`config.mk`:
```
export PLATFORM = sky130hd
export DESIGN_NAME = ir_pulse_width_frame_decoder
export DESIGN_NICKNAME = d
export VERILOG_FILES = /design/src/rtl/ir_pfd_pkg.sv /design/src/rtl/ir_pulse_width_frame_decoder.sv /design/src/rtl/ir_pfd_front.sv /design/src/rtl/ir_pfd_queue.sv /design/src/rtl/ir_pfd_back.sv
export SDC_FILE = /design/constraint.sdc
export NUM_CORES = 1
export LEC_CHECK = 0
export ABC_AREA = 1
export BUFFER_PORTS_ARGS = -buffer_cell sky130_fd_sc_hd__buf_2
export CAP_MARGIN = 20
export CORE_MARGIN = 4
export CORE_UTILIZATION = 62
export CTS_CLUSTER_DIAMETER = 200
export CTS_CLUSTER_SIZE = 30
export DETAILED_ROUTE_END_ITERATION = 8
export GPL_TIMING_DRIVEN = 0
export PLACE_DENSITY_LB_ADDON = 0.2
export SLEW_MARGIN = 30
export SYNTH_ARGS = -nofsm -noshare
export SYNTH_HDL_FRONTEND = slang
export SYNTH_HIERARCHICAL = 1
export SYNTH_SLANG_ARGS = --single-unit
```
`constraint.sdc`:
```
create_clock -name clock -period 9.3 [get_ports clock]
set_clock_uncertainty 0.1 [all_clocks]
set_input_delay 0.93 -clock clock [delete_from_list [all_inputs] [get_ports clock]]
set_output_delay 0.93 -clock clock [all_outputs]
set_load 0.03 [all_outputs]
```
`src/rtl/ir_pfd_pkg.sv`:
```
// Shared types, constants and helpers for the IR pulse-width frame decoder.
// Used by every module under rtl/; depends on nothing.
package ir_pfd_pkg;

   // Frame layout
   localparam int FRAME_BITS   = 12;
   localparam int CHANNEL_BITS = 5;
   localparam logic [FRAME_BITS-1:0] CHANNEL_MASK =
      FRAME_BITS'((64'd1 << CHANNEL_BITS) - 64'd1);

   // Field widths
   localparam int SAMPLE_W  = 10;
   localparam int TOL_W     = 4;
   localparam int WIDTH_W   = 8;
   localparam int TICK_W    = 7;
   localparam int TALLY_W   = 4;
   localparam int COMMAND_W = 7;
   localparam int CHANNEL_W = 5;
   localparam int REQ_DATA_W = 16;
   localparam int RSP_DATA_W = 16;

   // Configuration register indexes
   localparam int CSR_INDEX_W = 3;
   localparam int CSR_DATA_W  = 10;
   localparam logic [CSR_INDEX_W-1:0] CSR_THRESHOLD = 3'd0;
   localparam logic [CSR_INDEX_W-1:0] CSR_TOLERANCE = 3'd1;
   localparam logic [CSR_INDEX_W-1:0] CSR_START     = 3'd2;
   localparam logic [CSR_INDEX_W-1:0] CSR_STOP      = 3'd3;
   localparam logic [CSR_INDEX_W-1:0] CSR_ZERO      = 3'd4;
   localparam logic [CSR_INDEX_W-1:0] CSR_ONE       = 3'd5;

   // Register reset values
   localparam logic [SAMPLE_W-1:0] THRESHOLD_RST = 10'd500;
   localparam logic [TOL_W-1:0]    TOLERANCE_RST = 4'd3;
   localparam logic [WIDTH_W-1:0]  START_RST     = 8'd24;
   localparam logic [WIDTH_W-1:0]  STOP_RST      = 8'd22;
   localparam logic [WIDTH_W-1:0]  ZERO_RST      = 8'd6;
   localparam logic [WIDTH_W-1:0]  ONE_RST       = 8'd12;

   // Saturation limits
   localparam logic [TICK_W-1:0]  TICK_MAX  = {TICK_W{1'b1}};
   localparam logic [WIDTH_W-1:0] WIDTH_MAX = {WIDTH_W{1'b1}};
   localparam logic [TALLY_W-1:0] TALLY_MAX = {TALLY_W{1'b1}};

   // Pulse queue between front and back
   localparam int QUEUE_DEPTH = 2;
   localparam int QUEUE_AW    = $clog2(QUEUE_DEPTH);
   localparam int QUEUE_CW    = $clog2(QUEUE_DEPTH + 1);

   // Width targets seen by the frame engine
   typedef struct packed {
      logic [TOL_W-1:0]   tolerance;
      logic [WIDTH_W-1:0] start_width;
      logic [WIDTH_W-1:0] stop_width;
      logic [WIDTH_W-1:0] zero_width;
      logic [WIDTH_W-1:0] one_width;
   } targets_type;

   // Queue status
   typedef struct packed {
      logic full;
      logic empty;
   } queue_status_type;

   // True when width lies within tolerance of the target, both sides inclusive
   function automatic logic near_target(logic [WIDTH_W-1:0] width,
                                        logic [WIDTH_W-1:0] target,
                                        logic [TOL_W-1:0] tol);
      logic [WIDTH_W:0] width_hi;
      logic [WIDTH_W:0] target_hi;
      width_hi  = {1'b0, width} + {{(WIDTH_W+1-TOL_W){1'b0}}, tol};
      target_hi = {1'b0, target} + {{(WIDTH_W+1-TOL_W){1'b0}}, tol};
      return (width_hi >= {1'b0, target}) && ({1'b0, width} <= target_hi);
   endfunction

endpackage

```
`src/rtl/ir_pulse_width_frame_decoder.sv`:
```
// IR pulse-width frame decoder, top level: register file, front end,
// pulse queue and frame engine. Depends on ir_pfd_pkg and the ir_pfd_* modules.
// Throughput: one sample per cycle while the queue has room. The stop pulse's width
// is queued, then popped into the registered result once the result register is free.
// The two-entry pulse queue and the result register set the slack between sides.
// Reset (synchronous, active high) restores register defaults, clears the queue
// and returns the engine to hunting for a start pulse.
module ir_pulse_width_frame_decoder (
   input  logic                                     clock,
   input  logic                                     reset,
   // sample stream
   input  logic                                     req_tvalid,
   output logic                                     req_tready,
   input  logic [ir_pfd_pkg::REQ_DATA_W-1:0]        req_tdata,  // [9:0] sample
   // result stream
   output logic                                     rsp_tvalid,
   input  logic                                     rsp_tready,
   output logic [ir_pfd_pkg::RSP_DATA_W-1:0]        rsp_tdata,  // [6:0] command_code,
                                                                // [11:7] channel_code,
                                                                // [15:12] bits_seen
   // configuration
   input  logic                                     csr_we,
   input  logic [ir_pfd_pkg::CSR_INDEX_W-1:0]       csr_index,
   input  logic [ir_pfd_pkg::CSR_DATA_W-1:0]        csr_wdata
);

   logic [ir_pfd_pkg::SAMPLE_W-1:0]  threshold_ff, threshold_in;
   ir_pfd_pkg::targets_type          targets_ff, targets_in;
   ir_pfd_pkg::queue_status_type     q_status;
   logic                             sample_take;
   logic                             push, pop;
   logic [ir_pfd_pkg::WIDTH_W-1:0]   push_width, head_width;
   logic [ir_pfd_pkg::COMMAND_W-1:0] command_code;
   logic [ir_pfd_pkg::CHANNEL_W-1:0] channel_code;
   logic [ir_pfd_pkg::TALLY_W-1:0]   bits_seen;

   // Register writes
   always_comb begin
      threshold_in = threshold_ff;
      targets_in   = targets_ff;
      if (csr_we) begin
         unique case (csr_index)
            ir_pfd_pkg::CSR_THRESHOLD: threshold_in = csr_wdata;
            ir_pfd_pkg::CSR_TOLERANCE:
               targets_in.tolerance = csr_wdata[ir_pfd_pkg::TOL_W-1:0];
            ir_pfd_pkg::CSR_START:
               targets_in.start_width = csr_wdata[ir_pfd_pkg::WIDTH_W-1:0];
            ir_pfd_pkg::CSR_STOP:
               targets_in.stop_width = csr_wdata[ir_pfd_pkg::WIDTH_W-1:0];
            ir_pfd_pkg::CSR_ZERO:
               targets_in.zero_width = csr_wdata[ir_pfd_pkg::WIDTH_W-1:0];
            ir_pfd_pkg::CSR_ONE:
               targets_in.one_width = csr_wdata[ir_pfd_pkg::WIDTH_W-1:0];
            default: ;
         endcase
      end
   end

   always_ff @(posedge clock) begin
      if (reset) begin
         threshold_ff          <= ir_pfd_pkg::THRESHOLD_RST;
         targets_ff.tolerance  <= ir_pfd_pkg::TOLERANCE_RST;
         targets_ff.start_width <= ir_pfd_pkg::START_RST;
         targets_ff.stop_width <= ir_pfd_pkg::STOP_RST;
         targets_ff.zero_width <= ir_pfd_pkg::ZERO_RST;
         targets_ff.one_width  <= ir_pfd_pkg::ONE_RST;
      end else begin
         threshold_ff <= threshold_in;
         targets_ff   <= targets_in;
      end
   end

   // Samples are taken whenever the queue has room for a finished pulse
   assign req_tready  = !q_status.full;
   assign sample_take = req_tvalid && req_tready;

   ir_pfd_front u_front (
      .clock       (clock),
      .reset       (reset),
      .sample_take (sample_take),
      .sample      (req_tdata[ir_pfd_pkg::SAMPLE_W-1:0]),
      .threshold   (threshold_ff),
      .pulse_push  (push),
      .pulse_width (push_width)
   );

   ir_pfd_queue u_queue (
      .clock      (clock),
      .reset      (reset),
      .push       (push),
      .push_width (push_width),
      .pop        (pop),
      .head_width (head_width),
      .status     (q_status)
   );

   ir_pfd_back u_back (
      .clock        (clock),
      .reset        (reset),
      .width_avail  (!q_status.empty),
      .width        (head_width),
      .targets      (targets_ff),
      .width_pop    (pop),
      .rsp_valid    (rsp_tvalid),
      .rsp_ready    (rsp_tready),
      .command_code (command_code),
      .channel_code (channel_code),
      .bits_seen    (bits_seen)
   );

   assign rsp_tdata = {bits_seen, channel_code, command_code};

`ifndef SYNTH
   // No pulse is pushed into a full queue
   a_no_overflow: assert property (@(posedge clock) disable iff (reset)
      !(push && q_status.full))
      else $error("pulse pushed into full queue");

   // The engine only consumes a pulse when the result register can take a transfer
   a_pop_room: assert property (@(posedge clock) disable iff (reset)
      pop |-> (!rsp_tvalid || rsp_tready))
      else $error("pulse consumed while result register blocked");

   // A new result appears only after a pulse was consumed
   a_result_source: assert property (@(posedge clock) disable iff (reset)
      $rose(rsp_tvalid) |-> $past(pop))
      else $error("result appeared without a consumed pulse");

   // Nothing is consumed from an empty queue
   a_no_underflow: assert property (@(posedge clock) disable iff (reset)
      pop |-> !q_status.empty)
      else $error("pulse consumed from empty queue");
`endif

endmodule

```
`src/rtl/ir_pfd_front.sv`:
```
// Front end: compares each sample with the threshold and measures pulses.
// Emits one width per finished pulse. Depends on ir_pfd_pkg.
module ir_pfd_front (
   input  logic                               clock,
   input  logic                               reset,
   input  logic                               sample_take,
   input  logic [ir_pfd_pkg::SAMPLE_W-1:0]    sample,
   input  logic [ir_pfd_pkg::SAMPLE_W-1:0]    threshold,
   output logic                               pulse_push,
   output logic [ir_pfd_pkg::WIDTH_W-1:0]     pulse_width
);

   logic                              was_active_ff, was_active_in;
   logic [ir_pfd_pkg::TICK_W-1:0]     tick_ff, tick_in;
   logic                              active;

   assign active = sample < threshold;

   // Pulse ends on the first inactive sample after an active run
   assign pulse_push  = sample_take && !active && was_active_ff;
   assign pulse_width = (tick_ff == ir_pfd_pkg::TICK_MAX) ? ir_pfd_pkg::WIDTH_MAX
                                                          : {tick_ff, 1'b0};

   // Tick counter, saturating
   always_comb begin
      was_active_in = was_active_ff;
      tick_in       = tick_ff;
      if (sample_take) begin
         if (active) begin
            was_active_in = 1'b1;
            if (tick_ff != ir_pfd_pkg::TICK_MAX) begin
               tick_in = tick_ff + 1'b1;
            end
         end else begin
            was_active_in = 1'b0;
            tick_in       = '0;
         end
      end
   end

   always_ff @(posedge clock) begin
      if (reset) begin
         was_active_ff <= 1'b0;
         tick_ff       <= '0;
      end else begin
         was_active_ff <= was_active_in;
         tick_ff       <= tick_in;
      end
   end

endmodule

```
`src/rtl/ir_pfd_queue.sv`:
```
// Short queue of pulse widths between the front end and the frame engine.
// Depends on ir_pfd_pkg.
module ir_pfd_queue (
   input  logic                                clock,
   input  logic                                reset,
   input  logic                                push,
   input  logic [ir_pfd_pkg::WIDTH_W-1:0]      push_width,
   input  logic                                pop,
   output logic [ir_pfd_pkg::WIDTH_W-1:0]      head_width,
   output ir_pfd_pkg::queue_status_type        status
);

   logic [ir_pfd_pkg::WIDTH_W-1:0]  entry_ff [ir_pfd_pkg::QUEUE_DEPTH];
   logic [ir_pfd_pkg::QUEUE_AW-1:0] wr_ptr_ff, wr_ptr_in;
   logic [ir_pfd_pkg::QUEUE_AW-1:0] rd_ptr_ff, rd_ptr_in;
   logic [ir_pfd_pkg::QUEUE_CW-1:0] count_ff, count_in;

   assign status.full  = count_ff == ir_pfd_pkg::QUEUE_CW'(ir_pfd_pkg::QUEUE_DEPTH);
   assign status.empty = count_ff == '0;
   assign head_width   = entry_ff[rd_ptr_ff];

   // Pointer and fill count update
   always_comb begin
      wr_ptr_in = wr_ptr_ff;
      rd_ptr_in = rd_ptr_ff;
      count_in  = count_ff;
      if (push) begin
         wr_ptr_in = (wr_ptr_ff == ir_pfd_pkg::QUEUE_AW'(ir_pfd_pkg::QUEUE_DEPTH - 1))
                     ? '0 : wr_ptr_ff + 1'b1;
      end
      if (pop) begin
         rd_ptr_in = (rd_ptr_ff == ir_pfd_pkg::QUEUE_AW'(ir_pfd_pkg::QUEUE_DEPTH - 1))
                     ? '0 : rd_ptr_ff + 1'b1;
      end
      if (push && !pop) begin
         count_in = count_ff + 1'b1;
      end else if (pop && !push) begin
         count_in = count_ff - 1'b1;
      end
   end

   always_ff @(posedge clock) begin
      if (reset) begin
         wr_ptr_ff <= '0;
         rd_ptr_ff <= '0;
         count_ff  <= '0;
      end else begin
         wr_ptr_ff <= wr_ptr_in;
         rd_ptr_ff <= rd_ptr_in;
         count_ff  <= count_in;
      end
   end

   // Storage
   always_ff @(posedge clock) begin
      if (push) begin
         entry_ff[wr_ptr_ff] <= push_width;
      end
   end

endmodule

```
`src/rtl/ir_pfd_back.sv`:
```
// Frame engine: classifies pulse widths, assembles the frame and holds the
// result register. Depends on ir_pfd_pkg.
module ir_pfd_back (
   input  logic                                clock,
   input  logic                                reset,
   input  logic                                width_avail,
   input  logic [ir_pfd_pkg::WIDTH_W-1:0]      width,
   input  ir_pfd_pkg::targets_type             targets,
   output logic                                width_pop,
   output logic                                rsp_valid,
   input  logic                                rsp_ready,
   output logic [ir_pfd_pkg::COMMAND_W-1:0]    command_code,
   output logic [ir_pfd_pkg::CHANNEL_W-1:0]    channel_code,
   output logic [ir_pfd_pkg::TALLY_W-1:0]      bits_seen
);

   localparam logic PHASE_HUNT  = 1'b0;
   localparam logic PHASE_FRAME = 1'b1;

   logic                                 phase_ff, phase_in;
   logic [ir_pfd_pkg::FRAME_BITS-1:0]    shift_ff, shift_in;
   logic [ir_pfd_pkg::TALLY_W-1:0]       tally_ff, tally_in;
   logic                                 valid_ff, valid_in;
   logic [ir_pfd_pkg::COMMAND_W-1:0]     command_ff, command_in;
   logic [ir_pfd_pkg::CHANNEL_W-1:0]     channel_ff, channel_in;
   logic [ir_pfd_pkg::TALLY_W-1:0]       bits_ff, bits_in;
   logic                                 hit_start, hit_stop, hit_zero, hit_one;
   logic                                 new_bit, emit;
   logic [ir_pfd_pkg::FRAME_BITS-1:0]    upper_word, chan_word;

   // Take a width only when the result register can accept a transfer
   assign width_pop = width_avail && (!valid_ff || rsp_ready);

   assign hit_start = ir_pfd_pkg::near_target(width, targets.start_width, targets.tolerance);
   assign hit_stop  = ir_pfd_pkg::near_target(width, targets.stop_width, targets.tolerance);
   assign hit_zero  = ir_pfd_pkg::near_target(width, targets.zero_width, targets.tolerance);
   assign hit_one   = ir_pfd_pkg::near_target(width, targets.one_width, targets.tolerance);

   // Stop wins over zero, zero over one; unmatched pulses count as zero
   assign new_bit = !hit_zero && hit_one;
   assign emit    = width_pop && (phase_ff == PHASE_FRAME) && hit_stop;

   assign upper_word = shift_ff >> ir_pfd_pkg::CHANNEL_BITS;
   assign chan_word  = shift_ff & ir_pfd_pkg::CHANNEL_MASK;

   // Frame state
   always_comb begin
      phase_in = phase_ff;
      shift_in = shift_ff;
      tally_in = tally_ff;
      if (width_pop) begin
         unique case (phase_ff)
            PHASE_HUNT: begin
               if (hit_start) begin
                  phase_in = PHASE_FRAME;
                  shift_in = '0;
                  tally_in = '0;
               end
            end
            PHASE_FRAME: begin
               if (hit_stop) begin
                  phase_in = PHASE_HUNT;
               end else begin
                  shift_in = {shift_ff[ir_pfd_pkg::FRAME_BITS-2:0], new_bit};
                  if (tally_ff != ir_pfd_pkg::TALLY_MAX) begin
                     tally_in = tally_ff + 1'b1;
                  end
               end
            end
            default: phase_in = PHASE_HUNT;
         endcase
      end
   end

   // Result register
   always_comb begin
      valid_in   = valid_ff;
      command_in = command_ff;
      channel_in = channel_ff;
      bits_in    = bits_ff;
      if (emit) begin
         valid_in   = 1'b1;
         command_in = upper_word[ir_pfd_pkg::COMMAND_W-1:0];
         channel_in = chan_word[ir_pfd_pkg::CHANNEL_W-1:0];
         bits_in    = tally_ff;
      end else if (rsp_ready) begin
         valid_in = 1'b0;
      end
   end

   always_ff @(posedge clock) begin
      if (reset) begin
         phase_ff <= PHASE_HUNT;
         shift_ff <= '0;
         tally_ff <= '0;
         valid_ff <= 1'b0;
      end else begin
         phase_ff <= phase_in;
         shift_ff <= shift_in;
         tally_ff <= tally_in;
         valid_ff <= valid_in;
      end
   end

   always_ff @(posedge clock) begin
      command_ff <= command_in;
      channel_ff <= channel_in;
      bits_ff    <= bits_in;
   end

   assign rsp_valid    = valid_ff;
   assign command_code = command_ff;
   assign channel_code = channel_ff;
   assign bits_seen    = bits_ff;

endmodule

```
==> results of run 1 <==
[path summary, 6_finish.rpt]
path                                      end  slack (ps)  cells past startpoint
max reg2reg     u_back/bits_seen[3]$_DFFE_PP_        5220                     18
min          u_back/command_code[6]$_DFFE_PP_         350                      0
min reg2reg  u_back/command_code[6]$_DFFE_PP_         350                      0
max             u_back/bits_seen[3]$_DFFE_PP_        5220                     18
[cell usage after synthesis, types with 5 or more instances]
| cell | instances |
|---|---|
| dfxtp_1 | 77 |
| inv_1 | 142 |
| nor2_1 | 119 |
| fa_1 | 5 |
| edfxtp_1 | 32 |
| buf_2 | 5 |
| xnor2_1 | 11 |
| nand2_1 | 249 |
| xor2_1 | 19 |
| a21oi_1 | 61 |
| mux2_2 | 8 |
| o21ai_0 | 7 |
| ha_1 | 96 |
| nand3_1 | 96 |
| clkbuf_1 | 6 |
| nor2_2 | 8 |
[final cells by class]
type / instances / area, um^2 / area share
multi-input combinational: 715 / 4200 / 0.521
sequential: 109 / 2500 / 0.311
inverter: 146 / 548 / 0.0680
clock buffer: 11 / 246 / 0.0306
timing repair buffer: 45 / 225 / 0.0279
tap: 143 / 179 / 0.0222
buffer: 20 / 126 / 0.0157
clock inverter: 5 / 33.8 / 0.00419
[critical path: cells and delay by family (launching register included)]
family,cells,cell delay [ps]
flops,1,680
xor+xnor,1,170
fa+ha+maj,2,820
buf+inv,4,890
simple gates,10,720
compound gates,1,300
[registers in the layout (all words and copies together) (netlist names), named ones only]
register / flops
u_back/channel_code: 5
u_back/shift_ff: 12
u_back/command_code: 7
u_back/rsp_valid: 1
threshold_ff: 10
targets_ff: 36
u_front/tick_ff: 7
u_queue/rd_ptr_ff: 1
u_queue/entry_ff: 16
u_queue/wr_ptr_ff: 1
u_back/bits_seen: 4
u_front/was_active_ff: 1
u_queue/count_ff: 2
u_back/phase_ff: 1
u_back/tally_ff: 4
[through the flow]
step            util  power (mW)  cells  area (um^2)  hold WS (ps)
6_report       0.700        1.57   1194         8060           349
3_5_place_dp   0.675        1.21   1178         7780           326
5_1_grt        0.700        1.70   1194         8060           357
4_1_cts        0.700        1.57   1194         8060           344
2_1_floorplan      -        1.07    990         7370           309
3_3_place_gp   0.675        1.20   1178         7780           325
[power breakdown]
group	internal (mW)	switching, mW	total (mW)
combinational	0.238	0.383	0.621
clock	0.192	0.168	0.361
sequential	0.549	0.0428	0.592
[per-layer routing]
layer,routed length (um),vias up,share of wire,GRT usage
li1,-,3283,-,-
met1,7290,2821,0.45,0.335
met2,7490,178,0.46,0.421
met3,987,29,0.061,0.0545
met4,417,0,0.026,0.0894
met5,0,-,0,0
[cells by family (layout without fill, tap and decap cells)]
kind of cell,count (synthesis),in the layout,share of synthesized area
AND/OR/NAND/NOR,498,498,0.289
flip-flops,109,109,0.339
multiplexers,8,8,0.0122
adder cells (fa/ha/maj),101,101,0.176
buffers and inverters,166,227,0.0914
XOR/XNOR,30,30,0.0356
AO/OA/AOI/OAI,78,78,0.0563
==> flow_metrics.tcl, run 1 <==
set metrics [dict create \
    status "complete, no violations" \
    crit_fanout 16 \
    syn_inst 990 \
    cts_sinks 109 \
    syn-cell-area_um2 7370 \
    drt_iter0_drc 420 \
    via_per_inst 5.29 \
    crit_path_start "targets_ff[33]$_SDFFE_PP1P_" \
    io_buffers 45 \
    worstPathCellList "inv_1 -> fa_1 -> o21ai_2 -> xor2_1 -> inv_1 -> ha_1 -> nand2_1 -> nor2_1 -> nand2_1 -> nand3_1 -> nand2_1 -> nand2_1 -> nand2_1 -> nand2_1 -> nand3_1 -> inv_1 -> nand2_1 -> inv_1" \
    ys.flop_type "dfxtp_1" \
    cp_slowest_cell "dfxtp_1" \
    grt_start_max_net_pins 18 \
    place_hpwl_um 12500 \
    hold_viol 0 \
    synth_top_cell_by_area "dfxtp_1" \
    cts_resized 0 \
    path_class "reg2reg" \
    row_count 39 \
    clkTransAtPathRegs_ps 70 \
    nFillCells 988 \
    slowest_delay_ps 680 \
    fin_crit_ps 4080 \
    r2r_start "targets_ff[33]$_SDFFE_PP1P_" \
    clk_path_buf_depth 2 \
    pre_cts_ws_ps 5200 \
    cts_setup_buffers 0 \
    grt.overflow.total 0 \
    drv_cap 0 \
    die-area_um2 13700 \
    gp_congestion 0.932 \
    critical_path.most_common_cell "nand2_1" \
    setup_ws_ps 5220 \
    final_common_cell "nand2_1" \
    core_area_um2 11500 \
    drive_above_1_share 0.108 \
    drc 0 \
    io-pin-count 52 \
    cts_buffers 9 \
    diodes 0 \
    start_util 0.640 \
    rsz0062_at_grt "false" \
    pwr_density_cell_nw_per_um2 195 \
    ys_seq_elements 109 \
    avgSynthCellArea_um2 7.45 \
    vias 6311 \
    die_y_um 117 \
    setup_viol 0 \
    final_antenna_net_count 0 \
    cts_hold_buffers 0 \
    yosysWarnings 6 \
    leakage_nw 4.08 \
    worst_pin_slew_ps 618 \
    antenna_found_initial 0 \
    ctsHtreeMaxLevel 3 \
    fmax_mhz 245 \
    end_kind "register" \
    async_flop_share 0 \
    synth_fp_nets 1125 \
    synth_edf_count 32 \
    grtUsageTotal 0.256 \
    synth_top_area_frac 0.209 \
    fin_tns_setup_ps 0 \
    finalCritPeriodShare 0.439 \
    die_w_um 117 \
    peakVddDrop_mv 0.151 \
    nets 1181 \
    arrival_ps 3970 \
    drv_slew 0 \
    area_growth_pct 9.28 \
    final_cell_mix "249 x nand2_1, 142 x inv_1, 119 x nor2_1" \
    hp-class "reg2reg" \
    cts-root-buf "clkbuf_16" \
    startpoint_type "register" \
    synth_area_leaders "dfxtp_1 21%, ha_1 16%, edfxtp_1 13%, nand2_1 13%, inv_1 7.2%" \
    min_from "u_back/shift_ff[11]$_SDFFE_PP0P_" \
    tritoncts "yes" \
    required_ps 9190 \
    clk-insertion-delay-late_ps 350 \
    synth-seq-area-share 0.339 \
    wire_per_inst_um 13.6 \
    wl_um 16200 \
    grt_pass1_wl_um 27300 \
    maxSlewHeadroom 0.586 \
    grt_pass1_vias 5877 \
    yosysUniqueCellTypes 41 \
    dr.pass1.iters 5 \
]
Power figures use the tool's default switching activity.
==> run 2: changes to the inputs <==
==> constraint.sdc (replaced) <==
create_clock -name clock -period 4.2 [get_ports clock]
set_clock_uncertainty 0.1 [all_clocks]
set_input_delay 0.42 -clock clock [delete_from_list [all_inputs] [get_ports clock]]
set_output_delay 0.42 -clock clock [all_outputs]
set_load 0.03 [all_outputs]
==> run 2 against run 1 <==
Compared with the run above: sequential cell count unchanged; core utilization is 0.22 points higher; first-iteration DRC count up 13%; non-clock buffer count grew 1; via count is 0.27% lower; worst hold slack lost 170 ps; total power increased by 120%; die area is the same; clock power increased by 120%.
==> flow_metrics.tcl, run 2 (synthesis gave the netlist of run 1 again) <==
set metrics [dict create \
    status "complete, no violations" \
    final_common_cell "nand2_1" \
    end_kind "register" \
    drv_cap 0 \
    nets 1182 \
    multi_input_area_um2 4200 \
    required_ps 4210 \
    startpoint_type "register" \
    maxSlewHeadroom 0.586 \
    io-pin-count 52 \
    die-area_um2 13700 \
    grtUsageTotal 0.256 \
    via_per_inst 5.27 \
    row_count 39 \
    p_total_mw 3.49 \
    clkTransAtPathRegs_ps 70 \
    die_w_um 117 \
    crit_fanout 16 \
    fin_tns_setup_ps 0 \
    layout.area.seq_um2 2500 \
    grt.overflow.total 0 \
    nFillCells 986 \
    vias 6294 \
    grt_pass1_vias 5877 \
    hp-class "in2reg" \
    place_hpwl_um 12500 \
    diodes 0 \
    io_buffers 45 \
    ctsHtreeMaxLevel 3 \
    cts_sinks 109 \
    final_core_util 0.702 \
    setup_viol 0 \
    grt_pass1_wl_um 27300 \
    cts_buffers 9 \
    largest_reg_flops 36 \
    cts_hold_buffers 0 \
    fin_crit_ps 3840 \
    area_growth_pct 9.62 \
    wire_per_inst_um 13.6 \
    pwr_density_cell_nw_per_um2 431 \
    dr.pass1.iters 5 \
    place_inst 1178 \
    reg_top3 "targets_ff x36, u_queue/entry_ff x16, u_back/shift_ff x12" \
    core_area_um2 11500 \
    fin_cells 1195 \
    peakVddDrop_mv 0.336 \
    hold_viol 0 \
    path_class "reg2reg" \
    final_cell_mix "249 x nand2_1, 141 x inv_1, 119 x nor2_1" \
    worst_pin_slew_ps 618 \
    clk-insertion-delay-late_ps 360 \
    wl_um 16200 \
    tritoncts "yes" \
    die_y_um 117 \
    antenna_found_initial 0 \
    drive_above_1_share 0.110 \
    final_antenna_net_count 0 \
    arrival_ps 3860 \
    drv_slew 0 \
    leakage_nw 4.08 \
    cts-root-buf "clkbuf_16" \
    finalCritPeriodShare 0.915 \
    grt_start_max_net_pins 18 \
    drc 0 \
    gp_congestion 0.932 \
    rsz0062_at_grt "false" \
    clk_path_buf_depth 2 \
    drt_iter0_drc 475 \
    start_util 0.640 \
    fmax_mhz 260 \
    largest_register "targets_ff" \
]
## run 2: changes by cell type in the layout (fill, tap and decap cells not counted), sizes merged
cell	delta
inv	-1
clkinvlp	+1
buf	+1
## run 2: where the power goes
part	switching, mW	internal, mW
sequential	0.0948	1.21
combinational	0.847	0.529
clock	0.375	0.426
## run 2: per-layer routing
| layer | GRT usage | wire length, um | up-vias |
|---|---|---|---|
| met3 | 0.0545 | 975 | 29 |
| met2 | 0.421 | 7560 | 161 |
| met5 | 0 | 0 | - |
| met4 | 0.0894 | 414 | 0 |
| met1 | 0.335 | 7280 | 2825 |
| li1 | - | - | 3279 |
## run 2: per-stage QoR
step / cell area [um^2] / setup WS, ps / hold WS (ps)
4_1_cts: 8060 / 77.4 / 167
6_report: 8080 / 359 / 181
3_5_place_dp: 7780 / 99.3 / 326
5_1_grt: 8080 / 93.0 / 173
3_3_place_gp: 7780 / 96.3 / 325
2_1_floorplan: 7370 / 741 / 309
## run 2: worst max-delay path, stage by stage, from the launching register on
cell        delay [ps]
dfxtp_1            310
buf_6              130
mux2_2             350
inv_1               90
fa_1               480
o21ai_2            300
xor2_1             170
inv_1              140
ha_1               320
nand2_1             80
inv_1               50
a21oi_1            130
nand3_1            100
nand2_1             70
nand2_1             50
nand2_1             60
nand2_1             60
nand3_1            120
inv_1               60
nand2_1            130
clkinvlp_4         120
buf_12             160
## run 2: final timing paths
check	start	endpoint	slack, ps	cells after the start
setup / recovery	register	u_back/bits_seen[3]$_DFFE_PP_	360	21
hold reg to reg	u_back/shift_ff[11]$_SDFFE_PP0P_	u_back/command_code[6]$_DFFE_PP_	350	0
setup reg to reg	register	u_back/bits_seen[3]$_DFFE_PP_	360	21
hold / removal	csr_wdata[0]	targets_ff[32]$_SDFFE_PP1P_	180	3
## run 2: what timing repair did
action                     in CTS  in global routing
setup endpoints to repair       0                 16
gates resized for setup         0                  2
hold endpoints to repair        0                  0
setup buffers                   0                  1
## run 2: layout make-up
| class | count | share of cell area |
|---|---|---|
| plain buffers | 20 | 0.0156 |
| clock buffers | 11 | 0.0305 |
| clock inverters | 5 | 0.00418 |
| inverters | 146 | 0.0683 |
| multi-input cells | 715 | 0.519 |
| flip-flops and latches | 109 | 0.310 |
| well taps | 143 | 0.0221 |
| repair buffers | 46 | 0.0303 |
